### config.mk
export PLATFORM = sky130hd
export DESIGN_NAME = planar_to_chunky_converter
export DESIGN_NICKNAME = d
export VERILOG_FILES = /design/src/rtl/core/p2c_pkg.sv /design/src/rtl/core/p2c_pos.sv /design/src/rtl/core/p2c_serial.sv /design/src/rtl/core/planar_to_chunky_converter.sv
export SDC_FILE = /design/constraint.sdc
export NUM_CORES = 1
export LEC_CHECK = 0
export BUFFER_PORTS_ARGS = -buffer_cell sky130_fd_sc_hd__buf_4
export CAP_MARGIN = 20
export CORE_AREA = 2 2 183 185
export DETAILED_ROUTE_END_ITERATION = 10
export DIE_AREA = 0 0 185 187
export PLACE_DENSITY = 0.49
export SLEW_MARGIN = 10
export SYNTH_ARGS = -nofsm -noshare
export SYNTH_HDL_FRONTEND = slang
export SYNTH_SLANG_ARGS = --single-unit
### constraint.sdc
create_clock -name clk -period 7.4 [get_ports clk]
set_input_delay 0.74 -clock clk [delete_from_list [all_inputs] [get_ports clk]]
set_output_delay 0.74 -clock clk [all_outputs]
set_load 0.02 [all_outputs]
### src/rtl/core/p2c_pkg.sv
// Package with the shared types and constants of the planar to chunky converter.
`default_nettype none
package p2c_pkg;

  localparam int FRAME_LINES  = 200;
  localparam int LINE_COLUMNS = 40;

  localparam int OFS_W    = 18;
  localparam int STRIDE_W = 11;
  localparam int LINE_W   = 8;
  localparam int COL_W    = 6;
  localparam int PIX_W    = 5;
  localparam int WORD_W   = 16;
  localparam int BYTE_W   = 8;
  localparam int CNT_W    = 4;

  localparam logic [STRIDE_W-1:0] STRIDE_RESET = 11'd320;
  localparam logic [OFS_W-1:0]    OFS_STEP     = 18'd16;
  localparam logic [LINE_W-1:0]   LAST_LINE    = LINE_W'(FRAME_LINES - 1);
  localparam logic [COL_W-1:0]    LAST_COL     = COL_W'(LINE_COLUMNS - 1);
  localparam logic [CNT_W-1:0]    WORD_LAST    = 4'd15;
  localparam logic [CNT_W-1:0]    BYTE_LAST    = 4'd7;

  typedef enum logic [0:0] {
    CFG_PLANE_MODE  = 1'b0,
    CFG_LINE_STRIDE = 1'b1
  } cfg_reg_t;

  typedef struct packed {
    logic [WORD_W-1:0] plane_0;
    logic [WORD_W-1:0] plane_1;
    logic [WORD_W-1:0] plane_2;
    logic [WORD_W-1:0] plane_3;
    logic [BYTE_W-1:0] plane_4;
    logic              frame_start;
  } in_item_t;

  typedef struct packed {
    logic [PIX_W-1:0] pixel_index;
    logic [OFS_W-1:0] dest_offset;
    logic             run_last;
  } out_item_t;

  // One item as handed from the position logic to the serializer.
  typedef struct packed {
    logic [WORD_W-1:0] plane_0;
    logic [WORD_W-1:0] plane_1;
    logic [WORD_W-1:0] plane_2;
    logic [WORD_W-1:0] plane_3;
    logic [BYTE_W-1:0] plane_4;
    logic              mode;
    logic [OFS_W-1:0]  base;
  } job_t;

  typedef struct packed {
    logic             busy;
    logic             step;
    logic [CNT_W-1:0] cnt;
    logic [OFS_W-1:0] ofs;
  } ser_stat_t;

endpackage
`default_nettype wire

### src/rtl/core/p2c_pos.sv
// Configuration registers and destination position counters.
`default_nettype none
module p2c_pos (
  input  wire logic               clk,
  input  wire logic               rst,
  input  wire logic               cfg_valid,
  output logic                    cfg_ready,
  input  wire p2c_pkg::cfg_reg_t  cfg_index,
  input  wire logic [10:0]        cfg_data,
  input  wire logic               in_fire,
  input  wire p2c_pkg::in_item_t  in_data,
  output p2c_pkg::job_t           job
);
  import p2c_pkg::*;

  logic                plane_mode;
  logic [STRIDE_W-1:0] line_stride;
  logic [OFS_W-1:0]    linear_offset;
  logic [LINE_W-1:0]   line_count;
  logic [COL_W-1:0]    column_count;

  logic [OFS_W-1:0]           lin;
  logic [LINE_W-1:0]          line;
  logic [COL_W-1:0]           col;
  logic [LINE_W+STRIDE_W-1:0] line_mul;
  logic [OFS_W-1:0]           grid_base;
  logic [LINE_W-1:0]          line_next;
  logic [COL_W-1:0]           col_next;

  assign cfg_ready = 1'b1;

  always_comb begin
    // A frame start clears every counter before the item uses them.
    lin  = in_data.frame_start ? '0 : linear_offset;
    line = in_data.frame_start ? '0 : line_count;
    col  = in_data.frame_start ? '0 : column_count;

    line_mul  = {{STRIDE_W{1'b0}}, line} * {{LINE_W{1'b0}}, line_stride};
    grid_base = OFS_W'(line_mul) + OFS_W'({col, 3'b000});

    if (col == LAST_COL) begin
      col_next  = '0;
      line_next = (line == LAST_LINE) ? '0 : line + 1'b1;
    end else begin
      col_next  = col + 1'b1;
      line_next = line;
    end

    job.plane_0 = in_data.plane_0;
    job.plane_1 = in_data.plane_1;
    job.plane_2 = in_data.plane_2;
    job.plane_3 = in_data.plane_3;
    job.plane_4 = in_data.plane_4;
    job.mode    = plane_mode;
    job.base    = plane_mode ? grid_base : lin;
  end

  always_ff @(posedge clk) begin
    if (rst) begin
      plane_mode    <= 1'b0;
      line_stride   <= STRIDE_RESET;
      linear_offset <= '0;
      line_count    <= '0;
      column_count  <= '0;
    end else begin
      if (cfg_valid && cfg_ready) begin
        unique case (cfg_index)
          CFG_PLANE_MODE:  plane_mode  <= cfg_data[0];
          CFG_LINE_STRIDE: line_stride <= cfg_data;
        endcase
      end
      if (in_fire) begin
        linear_offset <= plane_mode ? lin : lin + OFS_STEP;
        column_count  <= plane_mode ? col_next : col;
        line_count    <= plane_mode ? line_next : line;
      end
    end
  end

endmodule
`default_nettype wire

### src/rtl/core/p2c_serial.sv
// Plane shift registers that emit one chunky pixel per cycle into the output register while it is not stalled.
`default_nettype none
module p2c_serial (
  input  wire logic                clk,
  input  wire logic                rst,
  input  wire logic                load,
  input  wire p2c_pkg::job_t       job,
  output logic                     accept_ok,
  output logic                     out_valid,
  input  wire logic                out_stall,
  output p2c_pkg::out_item_t       out_data,
  output p2c_pkg::ser_stat_t       stat
);
  import p2c_pkg::*;

  logic              busy;
  logic              mode;
  logic [CNT_W-1:0]  cnt;
  logic [OFS_W-1:0]  ofs;
  logic [WORD_W-1:0] sh0;
  logic [WORD_W-1:0] sh1;
  logic [WORD_W-1:0] sh2;
  logic [WORD_W-1:0] sh3;
  logic [BYTE_W-1:0] sh4;

  logic out_load;
  logic step;
  logic done;

  assign out_load  = !out_valid || !out_stall;
  assign step      = busy && out_load;
  assign done      = step && (cnt == '0);
  // The next item may enter in the same cycle the last pixel moves out.
  assign accept_ok = !busy || done;

  assign stat.busy = busy;
  assign stat.step = step;
  assign stat.cnt  = cnt;
  assign stat.ofs  = ofs;

  always_ff @(posedge clk) begin
    if (rst) begin
      busy      <= 1'b0;
      out_valid <= 1'b0;
    end else begin
      if (out_load) begin
        out_valid <= busy;
      end
      if (load) begin
        busy <= 1'b1;
      end else if (done) begin
        busy <= 1'b0;
      end
    end
  end

  always_ff @(posedge clk) begin
    if (step) begin
      out_data.pixel_index <= {mode & sh4[BYTE_W-1], sh3[WORD_W-1], sh2[WORD_W-1],
                               sh1[WORD_W-1], sh0[WORD_W-1]};
      out_data.dest_offset <= ofs;
      out_data.run_last    <= (cnt == '0);
    end
    if (load) begin
      mode <= job.mode;
      ofs  <= job.base;
      sh4  <= job.plane_4;
      if (job.mode) begin
        // Byte planes sit in the low half; move them up so bit 7 leaves first.
        sh0 <= {job.plane_0[BYTE_W-1:0], {BYTE_W{1'b0}}};
        sh1 <= {job.plane_1[BYTE_W-1:0], {BYTE_W{1'b0}}};
        sh2 <= {job.plane_2[BYTE_W-1:0], {BYTE_W{1'b0}}};
        sh3 <= {job.plane_3[BYTE_W-1:0], {BYTE_W{1'b0}}};
        cnt <= BYTE_LAST;
      end else begin
        sh0 <= job.plane_0;
        sh1 <= job.plane_1;
        sh2 <= job.plane_2;
        sh3 <= job.plane_3;
        cnt <= WORD_LAST;
      end
    end else if (step) begin
      sh0 <= {sh0[WORD_W-2:0], 1'b0};
      sh1 <= {sh1[WORD_W-2:0], 1'b0};
      sh2 <= {sh2[WORD_W-2:0], 1'b0};
      sh3 <= {sh3[WORD_W-2:0], 1'b0};
      sh4 <= {sh4[BYTE_W-2:0], 1'b0};
      cnt <= cnt - 1'b1;
      ofs <= ofs + 1'b1;
    end
  end

endmodule
`default_nettype wire

### src/rtl/core/planar_to_chunky_converter.sv
// Top level of the planar to chunky converter.
//
//   Channel | Handshake          | Payload
//   --------+--------------------+--------------------------------------------
//   in      | in_valid/in_stall  | in_data: plane_0..plane_4, frame_start
//   out     | out_valid/out_stall| out_data: pixel_index, dest_offset, run_last
//   cfg     | cfg_valid/cfg_ready| cfg_index, cfg_data (11 bits)
//
// An item gives 16 pixels in plane mode 0 and 8 pixels in mode 1, one pixel per cycle
// while the output is not stalled, from the serializer that feeds the single output register.
// An input transfer loads the shift registers, from which the first pixel moves into the output register.
// A new item is taken in the cycle its predecessor's last pixel moves out.
// Reset is synchronous and clears the counters, the mode and the stride to 320.
// Output stall freezes the serializer; input stall is held while it is busy, but not as its last pixel moves out.
`default_nettype none
module planar_to_chunky_converter (
  input  wire logic               clk,
  input  wire logic               rst,
  input  wire logic               in_valid,
  output logic                    in_stall,
  input  wire p2c_pkg::in_item_t  in_data,
  output logic                    out_valid,
  input  wire logic               out_stall,
  output p2c_pkg::out_item_t      out_data,
  input  wire logic               cfg_valid,
  output logic                    cfg_ready,
  input  wire p2c_pkg::cfg_reg_t  cfg_index,
  input  wire logic [10:0]        cfg_data
);
  import p2c_pkg::*;

  logic      in_fire;
  logic      accept_ok;
  job_t      job;
  ser_stat_t stat;

  assign in_stall = !accept_ok;
  assign in_fire  = in_valid && !in_stall;

  p2c_pos u_pos (
    .clk       (clk),
    .rst       (rst),
    .cfg_valid (cfg_valid),
    .cfg_ready (cfg_ready),
    .cfg_index (cfg_index),
    .cfg_data  (cfg_data),
    .in_fire   (in_fire),
    .in_data   (in_data),
    .job       (job)
  );

  p2c_serial u_serial (
    .clk       (clk),
    .rst       (rst),
    .load      (in_fire),
    .job       (job),
    .accept_ok (accept_ok),
    .out_valid (out_valid),
    .out_stall (out_stall),
    .out_data  (out_data),
    .stat      (stat)
  );

  a_idle_no_stall: assert property (@(posedge clk) disable iff (rst)
    !stat.busy |-> !in_stall)
    else $error("input stalled while the serializer is idle");

  a_last_marked: assert property (@(posedge clk) disable iff (rst)
    stat.step && (stat.cnt == '0) |=> out_valid && out_data.run_last)
    else $error("final pixel of an item not marked as last");

  a_mid_pixel: assert property (@(posedge clk) disable iff (rst)
    stat.step && (stat.cnt != '0) |=>
      out_valid && !out_data.run_last && stat.busy &&
      (stat.cnt == $past(stat.cnt) - 1'b1) &&
      (out_data.dest_offset == $past(stat.ofs)))
    else $error("serializer count or offset out of step");

endmodule
`default_nettype wire
==> results.py <==
metrics = {
    "run_status": {
        "status": "finished, final reports clean",
    },
    "synthesis": {
        "yosysUniqueCellTypes": 59,
        "synth_area_leaders": "edfxtp_1 34%, fa_1 11%, dfxtp_1 8.7%, nand2_1 7.1%, ha_1 4.9%",
        "synthesis.nets": 1296,
        "synth_mux_area_frac": 0.0310,
        "syn_inst": 1104,
        "synth_compound_area_frac": 0.109,
        "synth_xor_area_frac": 0.0288,
        "ys_warn_count": 0,
        "synth.top_cell.area_share": 0.336,
        "synth_fa_ha_area_frac": 0.162,
        "syn_area_um2": 10600,
        "ys_seq_area_frac": 0.422,
        "synth_seq_cells": 165,
        "synth.avg_cell_area_um2": 9.64,
        "synth.cells.most_frequent": "200 x nand2_1, 119 x edfxtp_1, 102 x o21ai_0",
        "synth_area_leader_cell": "edfxtp_1",
        "synthArstFlopShare": 0,
        "synth-main-ff-cell": "edfxtp_1",
        "synth_simple_gate_area_frac": 0.189,
        "synth-edff-count": 119,
        "synth_top_family_by_area": "simple AND/OR/NAND/NOR gates",
        "yosys.cell_count.top_type": "nand2_1",
    },
    "clock_network": {
        "cts_inserted_buffers": 17,
        "cts_sinks": 165,
        "root_buffer": "clkbuf_16",
        "htreeDepth": 4,
        "holdBufCountCts": 0,
        "post_cts_resized": 0,
        "clk_pin_slew_ps": 80,
        "post-cts-setup-buffer-count": 0,
        "clock_latency_ps": 440,
        "cts_tree": "built",
        "clockBufferDepth": 2,
    },
    "grt": {
        "grt-ovfl-total": 0,
        "grt_pass1_vias": 7804,
        "grt_pass1_wl_mm": 40.9,
        "grt_antenna_before_repair": 0,
        "grt_max_degree": 106,
        "grtUsageTotal": 0.147,
    },
    "sta": {
        "slew_headroom": 0.352,
        "fmax_mhz": 179,
        "rsz0062_at_grt": "false",
        "hold_viol": 0,
        "clock_skew_ps": 13.3,
        "fin_ws_ps": 1800,
        "finalSetupTns_ps": 0,
        "fin_crit_ps": 5600,
        "fin_crit_sh": 0.757,
        "worst_slew_pin_slew_ps": 972,
        "setup_viol": 0,
        "drv_slew": 0,
    },
    "setup_path": {
        "crit_path_top_delay_cell": "nor2b_1",
        "cp-end-kind": "register",
        "crit_fanout": 45,
        "crit_family": "adder cells",
        "cp-start-kind": "input pin",
        "cp_cell_sequence": "buf_4 > nor2b_1 > nand2_1 > fa_1 > inv_1 > fa_1 > inv_1 > fa_1 > fa_1 > inv_1 > ha_1 > nor2b_1 > o211ai_1 > a21oi_1 > o41ai_1 > xor2_1 > o221ai_1",
        "path_class": "in2reg",
        "required_ps": 7560,
        "arrival_ps": 5760,
        "cp.buffers_inverters": 4,
        "max_stage_delay_ps": 770,
        "path_common_cell": "fa_1",
    },
    "cells_and_area": {
        "drive_gt1_frac": 0.137,
        "antenna_cells": 0,
        "stdcell_area_um2": 12400,
        "nets": 1375,
        "area_delta_synth_final_pct": 17.0,
    },
    "floorplan": {
        "ios": 117,
        "chipHeight_um": 187,
        "core_area_um2": 32900,
        "die-area_um2": 34600,
        "start_util": 0.324,
        "rows": 67,
        "dieWidth_um": 185,
    },
    "routing": {
        "drt.antenna.violating_nets": 0,
        "routed_wl_mm": 24.8,
        "initialDrtViolationCount": 493,
        "route.detailed.drc": 0,
        "dr.pass1.iters": 5,
        "wl_per_cell_um": 15.1,
        "viasPerCell": 4.73,
        "num_vias": 7772,
    },
    "power_and_ir_drop": {
        "p_leak_nw": 5.25,
        "p_per_area_nw_per_um2": 184,
        "peakVddDrop_mv": 0.154,
    },
    "placement": {
        "io_buffers": 115,
        "gp_congestion": 0.788,
        "dp_hpwl_mm": 17.3,
        "place_area_um2": 11900,
        "dp_slack_ps": 1350,
    },
    "flow_run": {
        "drv_cap": 0,
    },
    "worst_hold_path": {
        "worstHoldPathType": "reg2reg",
    },
}
## worst register-to-register path, delay by kind of cell, from the launching register on
kind	cells	cell delay [ps]
DFF	1	460
AOI/OAI and AO/OA	4	940
buffers and inverters	3	140
xor gates and xnor gates	1	190
adders and majority gates	5	2350
and+or+nand+nor	3	1080
## final cells by class
cell class / instances / area (um2)
clock inverters: 15 / 161
inverters: 88 / 330
flip-flops and latches: 165 / 4500
repair buffers: 123 / 923
multi-input cells: 788 / 5550
well taps: 448 / 561
clock buffers: 17 / 425
fillers: 3319 / 20400
## power breakdown
group | switching (mW) | internal (mW) | leakage (nW) | total [mW]
clock | 0.437 | 0.452 | 0.278 | 0.890
sequential | 0.0481 | 1.11 | 1.58 | 1.15
combinational | 0.147 | 0.105 | 3.39 | 0.253
total | 0.633 | 1.66 | 5.25 | 2.30
## metrics by stage
stage	cells	utilization	total power [mW]	hold WS (ps)
after floorplan	1104	-	1.33	400
after global placement	1612	0.361	1.43	404
after detailed placement	1612	0.361	1.43	405
after CTS	1644	0.379	2.33	425
after global routing	1644	0.379	2.41	428
final	1644	0.379	2.30	421
## flip-flops by register name (all words and copies together) (netlist names)
signal / cells
u_serial.sh4: 8
u_serial.mode: 1
u_serial.busy: 1
u_serial.cnt: 4
u_pos.line_stride: 11
u_serial.sh3: 16
u_serial.sh0: 16
u_serial.out_valid: 1
u_pos.line_count: 8
u_serial.ofs: 18
u_pos.plane_mode: 1
u_serial.out_data: 24
u_pos.column_count: 6
u_serial.sh1: 16
u_pos.linear_offset: 18
u_serial.sh2: 16
## metal layers
metal  GRT usage  wire length [um]
met4      0.0330               180
met1       0.207             12100
met2       0.242             11800
met3      0.0191               677
met5           0                 0
## cells by family after synthesis
kind of cell	count (synthesis)
AOI/OAI and AO/OA	203
xor gates and xnor gates	35
adders and majority gates	102
buffers and inverters	151
DFF	165
muxes	33
other	1
and+or+nand+nor	414
## worst paths after layout
kind | from | to | slack (ps) | depth (start not counted)
hold reg to reg | u_serial.sh1[15] | u_serial.out_data[20] | 420 | 0
setup / recovery | in_data[0] | u_serial.ofs[14] | 1800 | 17
setup reg to reg | u_pos.line_count[0] | u_serial.ofs[14] | 1970 | 16
hold / removal | u_serial.sh1[15] | u_serial.out_data[20] | 420 | 0
## cells in the final DEF, fill, tap and decap left out, drive strengths merged, types with 4 or more instances in the layout
cell / count
dfxtp: 46
fa: 60
o21ai: 102
or3: 4
nor2b: 14
a211oi: 5
buf: 123
nor2: 38
nand2: 200
nand3: 26
inv: 95
and4: 6
ha: 42
nor3: 8
nand4: 10
xnor2: 24
edfxtp: 119
o221ai: 4
and3: 15
and2: 76
a31oi: 7
a21o: 5
a22oi: 7
clkbuf: 17
clkinv: 5
a21oi: 50
mux2i: 33
xor2: 11
Power figures use the tool's default switching activity.
